[src/rtl/core/lsbse_pkg.sv]
package lsbse_pkg;

    localparam int POS_W  = 36;
    localparam int CH_W   = 8;
    localparam int CFG_W  = 32;
    localparam int CIDX_W = 1;

    localparam logic [CIDX_W-1:0] REG_MODE    = 1'b0;
    localparam logic [CIDX_W-1:0] REG_MSG_LEN = 1'b1;

    localparam logic MODE_EMBED   = 1'b0;
    localparam logic MODE_EXTRACT = 1'b1;

    typedef struct packed {
        logic             mode;
        logic [CFG_W-1:0] message_length;
    } cfg_t;

    typedef struct packed {
        logic            frame_start;
        logic [CH_W-1:0] channel_in;
        logic [CH_W-1:0] message_byte;
    } item_t;

    typedef struct packed {
        logic [CH_W-1:0] channel_out;
        logic [CH_W-1:0] text_byte;
        logic            text_valid;
        logic            message_done;
    } result_t;

endpackage

[src/rtl/core/lsbse_datapath.sv]
module lsbse_datapath #(
    parameter int HEADER_BITS = 32
) (
    input  logic              aclk,
    input  logic              aresetn,
    input  logic              fire,
    input  lsbse_pkg::cfg_t   cfg,
    input  lsbse_pkg::item_t  item,
    output lsbse_pkg::result_t result
);

    localparam int HB     = HEADER_BITS;
    localparam int IDX_W  = $clog2(HB);
    localparam int SPAN_W = HB + 3;
    localparam int POS_W  = lsbse_pkg::POS_W;
    localparam int CMP_W  = POS_W + 1;

    logic [POS_W-1:0] pos_reg,  pos_next;
    logic [HB-1:0]    hdr_reg,  hdr_next;
    logic [7:0]       byte_reg, byte_next;
    logic [HB-1:0]    flen_reg, flen_next;

    logic [POS_W-1:0]  pos;
    logic [HB-1:0]     hdr_cur;
    logic [7:0]        byte_cur;
    logic [HB-1:0]     flen_cur;
    logic              in_hdr;
    logic [POS_W-1:0]  rel;
    logic [HB-1:0]     len;
    logic [SPAN_W-1:0] span_e;
    logic [SPAN_W-1:0] span_x;
    logic [SPAN_W-1:0] span_n;
    logic              in_msg_e;
    logic              in_msg_x;
    logic [IDX_W-1:0]  hidx;
    logic              hdr_bit;
    logic              msg_bit;
    logic              emb_bit;
    logic [CMP_W-1:0]  p1;
    logic              done_e;
    logic              done_x;
    logic              lsb;
    logic [HB-1:0]     hdr_shifted;
    logic [7:0]        byte_shifted;
    logic              last_hdr;
    logic [HB-1:0]     flen_new;

    always_comb begin
        pos      = item.frame_start ? '0 : pos_reg;
        hdr_cur  = item.frame_start ? '0 : hdr_reg;
        byte_cur = item.frame_start ? '0 : byte_reg;
        flen_cur = item.frame_start ? '0 : flen_reg;

        in_hdr = pos < POS_W'(HB);
        rel    = pos - POS_W'(HB);
        p1     = {1'b0, pos} + CMP_W'(1);

        len      = cfg.message_length[HB-1:0];
        span_e   = {len, 3'b000};
        in_msg_e = !in_hdr && (rel < POS_W'(span_e));
        hidx     = IDX_W'(HB - 1) - pos[IDX_W-1:0];
        hdr_bit  = len[hidx];
        msg_bit  = item.message_byte[3'd7 - rel[2:0]];
        emb_bit  = in_hdr ? hdr_bit : msg_bit;
        done_e   = p1 >= (CMP_W'(HB) + CMP_W'(span_e));

        lsb          = item.channel_in[0];
        hdr_shifted  = {hdr_cur[HB-2:0], lsb};
        byte_shifted = {byte_cur[6:0], lsb};
        last_hdr     = pos == POS_W'(HB - 1);
        span_x       = {flen_cur, 3'b000};
        in_msg_x     = !in_hdr && (rel < POS_W'(span_x));
        flen_new     = (in_hdr && last_hdr) ? hdr_shifted : flen_cur;
        span_n       = {flen_new, 3'b000};
        done_x       = (p1 >= CMP_W'(HB)) && (p1 >= (CMP_W'(HB) + CMP_W'(span_n)));

        pos_next  = (pos != '1) ? pos + POS_W'(1) : pos;
        hdr_next  = hdr_cur;
        byte_next = byte_cur;
        flen_next = flen_cur;

        result.channel_out  = item.channel_in;
        result.text_byte    = '0;
        result.text_valid   = 1'b0;
        result.message_done = done_e;

        if (cfg.mode == lsbse_pkg::MODE_EMBED) begin
            if (in_hdr || in_msg_e) begin
                result.channel_out = {item.channel_in[7:1], emb_bit};
            end
        end else begin
            result.message_done = done_x;
            flen_next           = flen_new;
            if (in_hdr) begin
                hdr_next = hdr_shifted;
            end else if (in_msg_x) begin
                byte_next = byte_shifted;
                if (rel[2:0] == 3'd7) begin
                    result.text_byte  = byte_shifted;
                    result.text_valid = 1'b1;
                end
            end
        end
    end

    always_ff @(posedge aclk) begin
        if (!aresetn) begin
            pos_reg  <= '0;
            hdr_reg  <= '0;
            byte_reg <= '0;
            flen_reg <= '0;
        end else if (fire) begin
            pos_reg  <= pos_next;
            hdr_reg  <= hdr_next;
            byte_reg <= byte_next;
            flen_reg <= flen_next;
        end
    end

endmodule

[src/rtl/core/lsb_stego_embed_extract.sv]
// LSB steganography embedder / extractor for a stream of color channel bytes.
// Input channel (s_*): one channel byte per transaction in raster order with
// channels interleaved; s_tuser flags the first byte of an image, which
// restarts the byte position and clears the gathered length and byte.
// Output channel (m_*): exactly one transaction per input transaction, in order.
// Embed mode (mode register 0): the first HEADER_BITS bytes carry the length
// register MSB first in their LSBs, the next length*8 bytes carry the message
// bits MSB first (message_byte held for its eight bytes), later bytes pass.
// Extract mode (mode register 1): bytes pass unchanged; every completed
// message byte appears in text_byte with text_valid set.
// message_done rises once header and message bits have all been handled.
// A transaction passes through the input register, then the result register,
// before it is offered on m_*. Throughput: one transaction per cycle while
// m_tready does not stall, with the position/shift state updated per transfer.
// A stall on m_tready holds the result register; if the input register is empty,
// one more transaction is taken into it before s_tready drops. Reset clears the
// position, shift registers, configuration and both valid flags. The user must
// write configuration through cfg_* only while the stream is idle (not enforced).
module lsb_stego_embed_extract #(
    parameter int HEADER_BITS = 32
) (
    input  logic                                aclk,
    input  logic                                aresetn,

    input  logic                                cfg_we,
    input  logic [lsbse_pkg::CIDX_W-1:0]        cfg_index,
    input  logic [lsbse_pkg::CFG_W-1:0]         cfg_wdata,

    input  logic                                s_tvalid,
    output logic                                s_tready,
    input  logic [15:0]                         s_tdata,  // channel_in, message_byte
    input  logic [0:0]                          s_tuser,  // frame_start

    output logic                                m_tvalid,
    input  logic                                m_tready,
    output logic [15:0]                         m_tdata,  // channel_out, text_byte
    output logic [1:0]                          m_tuser   // text_valid, message_done
);

    lsbse_pkg::cfg_t    cfg_reg;
    lsbse_pkg::item_t   in_reg;
    logic               in_valid_reg;
    lsbse_pkg::result_t out_reg;
    logic               out_valid_reg;
    lsbse_pkg::result_t result;
    logic               advance;
    logic               fire;

    assign advance  = !out_valid_reg || m_tready;
    assign fire     = in_valid_reg && advance;
    assign s_tready = !in_valid_reg || advance;

    always_ff @(posedge aclk) begin
        if (!aresetn) begin
            cfg_reg.mode           <= lsbse_pkg::MODE_EMBED;
            cfg_reg.message_length <= '0;
        end else if (cfg_we) begin
            unique case (cfg_index)
                lsbse_pkg::REG_MODE:    cfg_reg.mode           <= cfg_wdata[0];
                lsbse_pkg::REG_MSG_LEN: cfg_reg.message_length <= cfg_wdata;
                default: ;
            endcase
        end
    end

    always_ff @(posedge aclk) begin
        if (!aresetn) begin
            in_valid_reg <= 1'b0;
        end else if (s_tready) begin
            in_valid_reg <= s_tvalid;
        end
    end

    always_ff @(posedge aclk) begin
        if (s_tvalid && s_tready) begin
            in_reg.frame_start  <= s_tuser[0];
            in_reg.channel_in   <= s_tdata[7:0];
            in_reg.message_byte <= s_tdata[15:8];
        end
    end

    lsbse_datapath #(
        .HEADER_BITS(HEADER_BITS)
    ) u_datapath (
        .aclk    (aclk),
        .aresetn (aresetn),
        .fire    (fire),
        .cfg     (cfg_reg),
        .item    (in_reg),
        .result  (result)
    );

    always_ff @(posedge aclk) begin
        if (!aresetn) begin
            out_valid_reg <= 1'b0;
        end else if (advance) begin
            out_valid_reg <= in_valid_reg;
        end
    end

    always_ff @(posedge aclk) begin
        if (fire) begin
            out_reg <= result;
        end
    end

    assign m_tvalid = out_valid_reg;
    assign m_tdata  = {out_reg.text_byte, out_reg.channel_out};
    assign m_tuser  = {out_reg.message_done, out_reg.text_valid};

endmodule
[config.mk]
export PLATFORM = sky130hd
export DESIGN_NAME = lsb_stego_embed_extract
export DESIGN_NICKNAME = d
export VERILOG_FILES = /design/src/rtl/core/lsbse_pkg.sv /design/src/rtl/core/lsbse_datapath.sv /design/src/rtl/core/lsb_stego_embed_extract.sv
export SDC_FILE = /design/constraint.sdc
export NUM_CORES = 1
export LEC_CHECK = 0
export BUFFER_PORTS_ARGS = -buffer_cell sky130_fd_sc_hd__clkbuf_2
export CAP_MARGIN = 20
export CORE_MARGIN = 2
export CORE_UTILIZATION = 50
export DETAILED_ROUTE_END_ITERATION = 8
export PLACE_DENSITY = 0.82
export SETUP_SLACK_MARGIN = 0.5
export SLEW_MARGIN = 20
export SYNTH_ARGS = -nofsm -noshare
export SYNTH_HDL_FRONTEND = slang
export SYNTH_SLANG_ARGS = --single-unit
[constraint.sdc]
create_clock -name aclk -period 6.4 [get_ports aclk]
set_clock_uncertainty 0.2 [all_clocks]
set_input_delay 1.92 -clock aclk [delete_from_list [all_inputs] [get_ports aclk]]
set_output_delay 1.92 -clock aclk [all_outputs]
set_load 0.005 [all_outputs]
---- Yosys cells after proc, flatten, opt, wreduce, memory -nomap -nowiden ----
Cells that the tools add are included.
word-level totals
  bits of input ports ..................... 55
  output and inout port bits .............. 20
  register bits ........................... 178
cells by class
  multiplexer cells ....................... 21
  reductions and logical operators ........ 16
  equality and inequality tests ........... 3
  bitwise operators ....................... 4
  order comparisons ....................... 8
  $add $sub $neg .......................... 7
operators with widths
  cell                                                                                   count
  32-bit two-way mux                                                                     6
  37-bit greater-or-equal comparator                                                     2
  6-bit by 35-bit adder with 36-bit output (first input constant)                        2
  36-bit by 35-bit < comparator with 1-bit output                                        2
  36-bit two-way mux                                                                     2
  36-bit by 1-bit adder with 37-bit output (second input constant)                       1
  37-bit by 6-bit greater-or-equal comparator with 1-bit output (second input constant)  1
  36-bit by 1-bit adder with 36-bit output (second input constant)                       1
  36-bit by 5-bit equality test with 1-bit output (second input constant)                1
  36-bit by 6-bit < comparator with 1-bit output (second input constant)                 1
  36-bit inequality test (second input constant)                                         1
  36-bit by 6-bit subtractor with 36-bit output (second input constant)                  1
  8-bit two-way mux                                                                      4
  1-bit two-way mux                                                                      7
  1-bit logical AND                                                                      6
  5-bit by 6-bit < comparator with 1-bit output (second input constant)                  1
  1-bit binary-select mux with 5-bit select                                              1
  5-bit subtractor (first input constant)                                                1
  3-bit by 4-bit < comparator with 1-bit output (second input constant)                  1
  1-bit inverter                                                                         4
  2-bit AND reduction                                                                    2
  4-bit OR reduction                                                                     1
  1-bit binary-select mux with 3-bit select                                              1
  3-bit equality test (second input constant)                                            1
  4 further kinds                                                                        8

---- Logic depth before layout (Yosys ltp) ----
  word-level depth ........................ 8
  gate-level depth with buffers ........... 29
  gate-level depth less buffers ........... 23

---- Hierarchy ----
A second synthesis with hierarchy kept.
unflattened totals
  cells, all modules ...................... 1,691
  area total of the unflattened synthesis .. 13,957.1 sq um
by module, submodules not included
  module                   times used  area each (sq um)  cells each
  lsbse_datapath           1           11,387.2           1,498
  lsb_stego_embed_extract  1           2,570.0            193

---- Worst setup path after synthesis ----
Ideal clock, no wire load.
  path type ............................... register to register
  start ................................... reg in_reg[16] in the netlist's numbering
  end ..................................... reg out_reg (netlist bit m_tuser[1]) (data pin)
  data required time ...................... 5.929 ns
  setup time .............................. 0.271 ns
  arrival time ............................ 5.475 ns
  path slack .............................. 0.455 ns
  period minus slack after synthesis ...... 5.945 ns
  stages on the path, launching flop included .. 30
  path through ............................ edfxtp_1 -> buf_2 -> buf_2 -> clkbuf_1 -> clkbuf_1 -> buf_2 -> buf_2 -> nor2b_1 -> ha_1 -> and3_1 -> o2111ai_1 -> nor4_1 -> buf_2 -> buf_2 -> nand2_1 -> a21oi_1 -> ha_1 -> and3_1 -> nand2b_1 -> a21oi_1 -> mux2i_1 -> ha_1 -> a21o_1 -> a21o_1 -> a21oi_1 -> nor2_1 -> a211oi_1 -> a21oi_1 -> a21oi_1 -> a32oi_1
RTL lines
  item                    line                            RTL
  start: declaration      lsb_stego_embed_extract.sv:41   lsbse_pkg::item_t in_reg;
  end signal: assignment  lsb_stego_embed_extract.sv:103  out_reg <= result;
  end: declaration        lsb_stego_embed_extract.sv:43   lsbse_pkg::result_t out_reg;

==> impl_metrics.tcl <==
set metrics [dict create \
    coreArea_um2 26800 \
    netlist_top_cells_area "dfxtp_1 (21%), ha_1 (12%), edfxtp_1 (7.7%)" \
    yosys_warnings 0 \
    pwr_density_cell_nw_per_um2 198.1 \
    area_growth_pct 9.565 \
    reg2reg_depth 19 \
    finalHoldViolCount 0 \
    place_inst 2025 \
    ios 75 \
    crit_path_end_kind "flop" \
    synth-seq-cells 176 \
    cp.required_ns 6.38 \
    grt_pass1_vias 12370 \
    seq_area_frac_synth_pct 28.47 \
    tightestPinTransition_ns 1.021 \
    start_util_pct 50.76 \
    rsz0062_at_grt "no" \
    min_period_over_period_pct 87.56 \
    ir_drop_v 0.0001729 \
    place.gp.congestion 1.046 \
    whs_ns 0.2197 \
    fp.dieH_um 169.0 \
    leakage_nw 5.539 \
    rrSetupSlack_ns 0.80 \
    portBuffers 74 \
    met2WireLength_mm 19.30 \
    synth_top_cell_by_area "dfxtp_1" \
    route.detailed.drc 0 \
    detail_route.wirelength_mm 42.70 \
    pre_cts_ws_ns 0.7877 \
    syn-num-nets 1879 \
    num_vias 13260 \
    syn-instance-count 1689 \
    crit_fanout 9 \
    largest_reg_flops 36 \
    crit_arrival_ns 5.58 \
    avgSynthCellArea_um2 8.055 \
    setup_ws_ns 0.7961 \
    firstDrtPassIters 8 \
    netlist.area_leader.share_pct 20.75 \
    critPathKind "flop to flop" \
    die-area_um2 28540 \
    syn_area_um2 13600 \
    hold_path.class "flop to flop" \
    antenna_left 0 \
    drive_gt1_share_pct 11.23 \
    finalNetCount 1895 \
    run_status "complete, no violations" \
    synthFlopType "dfxtp_1" \
    yosys.cell_types.count 71 \
    critical_path.max_stage_delay_ns 0.75 \
    grt_max_degree 112 \
    post-dp-hpwl_mm 31.82 \
    synth_edf_count 35 \
    startpoint_type "flop" \
    grtUsageTotal_pct 29.69 \
    die_w_um 169.0 \
    vias_per_cell 6.439 \
    rows 60 \
    slew_viol_final 0 \
    tns_ns 0 \
    cts_tree "built" \
    clk_pin_slew_ns 0.08 \
    holdPathStages 0 \
    final_cell_count_no_fill 2059 \
    slowest_stage "or4_1" \
    path_cells "inv_2 > nand2_1 > buf_4 > inv_1 > ha_1 > nand4_4 > or4_1 > nor4_1 > xnor2_1 > nor2_1 > ha_1 > and3_1 > a221oi_1 > o21ai_0 > a21o_1 > a21oi_1 > o22ai_1 > nor3_1 > a32oi_1" \
    met3_length_mm 4.214 \
    r2r-start "in_reg[16]" \
    clock_latency_ns 0.45 \
    setup_viol 0 \
    highest_layer "met4" \
    crit_top_cell "ha_1" \
    antenna_found_initial 0 \
    cts_root_buffer "clkbuf_16" \
    drt_iter0_markers 1371 \
    met1_length_mm 17.69 \
    drv_cap 0 \
    post-route-min-period_ns 5.604 \
    final_util_pct 55.62 \
    timing.fmax_mhz 178.4 \
    cp-endpoint "m_tuser[1]" \
    n_antenna_cell 0 \
    max_slew_margin_pct 31.30 \
    wl_per_cell_um 20.74 \
    htree_levels 4 \
    grt_overflow 0 \
    grt_pass1_wl_mm 67.28 \
    cts_made_buffers 17 \
    clock_path_buffers 2 \
    timing.rr.end "m_tuser[1]" \
    ys_async_sr_fraction_pct 0 \
    crit_start "in_reg[16]" \
    clock-sinks 176 \
    postCtsHoldBufs 0 \
]
through the flow:
step           instance area, um^2  power, mW
6_report                     14910      2.952
5_1_grt                      14910      3.070
4_1_cts                      14860      2.936
3_5_place_dp                 14240      1.831
3_3_place_gp                 14240      1.811
2_1_floorplan                13610      1.644
metal layers:
metal	up-vias	GRT usage, %
met2	712	46.65
met1	6235	40.14
met4	0	12.07
met5	-	0
li1	6203	-
met3	108	5.728
kinds of logic (layout without fill, tap and decap cells):
family,count (synthesis),in the layout,synth area share [%]
and+or+nand+nor,716,716,26.74
buffers and inverters,159,188,4.507
DFF,176,176,28.47
AOI/OAI and AO/OA,388,388,19.42
muxes,28,28,2.842
xor gates and xnor gates,87,87,5.601
adders and majority gates,135,135,12.42
cell usage after synthesis, drive strengths merged, types with 7 or more instances:
cell / n
a311oi: 7
mux4: 8
or3: 13
o21ai: 68
a31oi: 12
edfxtp: 35
a21o: 18
a21boi: 32
ha: 135
nor2: 100
nand4: 36
a21oi: 100
or4: 17
and3: 31
inv: 53
dfxtp: 141
nor2b: 82
nor4: 21
nand4b: 9
o221a: 25
buf: 17
xor2: 29
and4: 9
mux2i: 15
nor3: 38
clkbuf: 88
a22oi: 61
nand2: 255
xnor2: 58
and2: 17
nand3: 54
nand2b: 12
layout by cell type, fill, tap and decap left out, types with 11 or more instances in the layout:
master | synthesis | layout
a21boi_0 | 32 | 32
nor4_1 | 19 | 18
and2_1 | 17 | 17
nor2b_1 | 82 | 80
a22oi_1 | 61 | 61
xor2_1 | 29 | 29
edfxtp_1 | 35 | 35
a21o_1 | 18 | 18
o21ai_0 | 65 | 64
clkbuf_2 | 0 | 73
a21oi_1 | 100 | 100
clkbuf_16 | 0 | 17
and3_1 | 31 | 31
a31oi_1 | 12 | 11
mux2i_1 | 15 | 14
dfxtp_1 | 141 | 141
ha_1 | 135 | 135
nand2b_1 | 12 | 12
or3_1 | 13 | 13
nand2_1 | 255 | 255
inv_1 | 52 | 52
or4_1 | 17 | 17
nand4_1 | 35 | 35
nand3_1 | 54 | 54
buf_4 | 0 | 27
o221a_2 | 25 | 25
xnor2_1 | 58 | 58
nor3_1 | 36 | 34
nor2_1 | 100 | 100
layout make-up:
class | count | area [um^2]
inverter | 54 | 202.7
multi-input combinational | 1354 | 9168
tap | 341 | 426.7
sequential | 176 | 3874
clock buffer | 17 | 425.4
clock inverter | 15 | 201.4
timing repair buffer | 102 | 608.1
fill | 2464 | 11900
critical path, delay by kind of cell (launching register included):
kind                       cells  cell delay [ns]
AOI/OAI and AO/OA              6             1.02
xor gates and xnor gates       1             0.10
adders and majority gates      2             0.61
buffers and inverters          3             0.39
DFF                            1             0.56
and+or+nand+nor                7             2.45
power by group:
part | leakage (nW) | internal, mW | switching (mW)
clock network | 0.301 | 0.542 | 0.584
registers | 1.48 | 1.17 | 0.0572
logic | 3.75 | 0.235 | 0.367
total | 5.54 | 1.94 | 1.01
timing repair:
item,CTS,global route
resized for setup,0,3
setup buffers,0,2
setup endpoints to repair,0,1
worst min path at each step:
| stage | endpoint | from |
|---|---|---|
| after floorplan | m_tdata[1] | in_reg[9] |
| after global placement | m_tdata[1] | in_reg[9] |
| after detailed placement | m_tdata[2] | in_reg[10] |
| after CTS | m_tdata[4] | in_reg[12] |
| after global routing | m_tdata[4] | in_reg[12] |
| final | m_tdata[4] | in_reg[12] |
(Power assumes the default switching activity.)
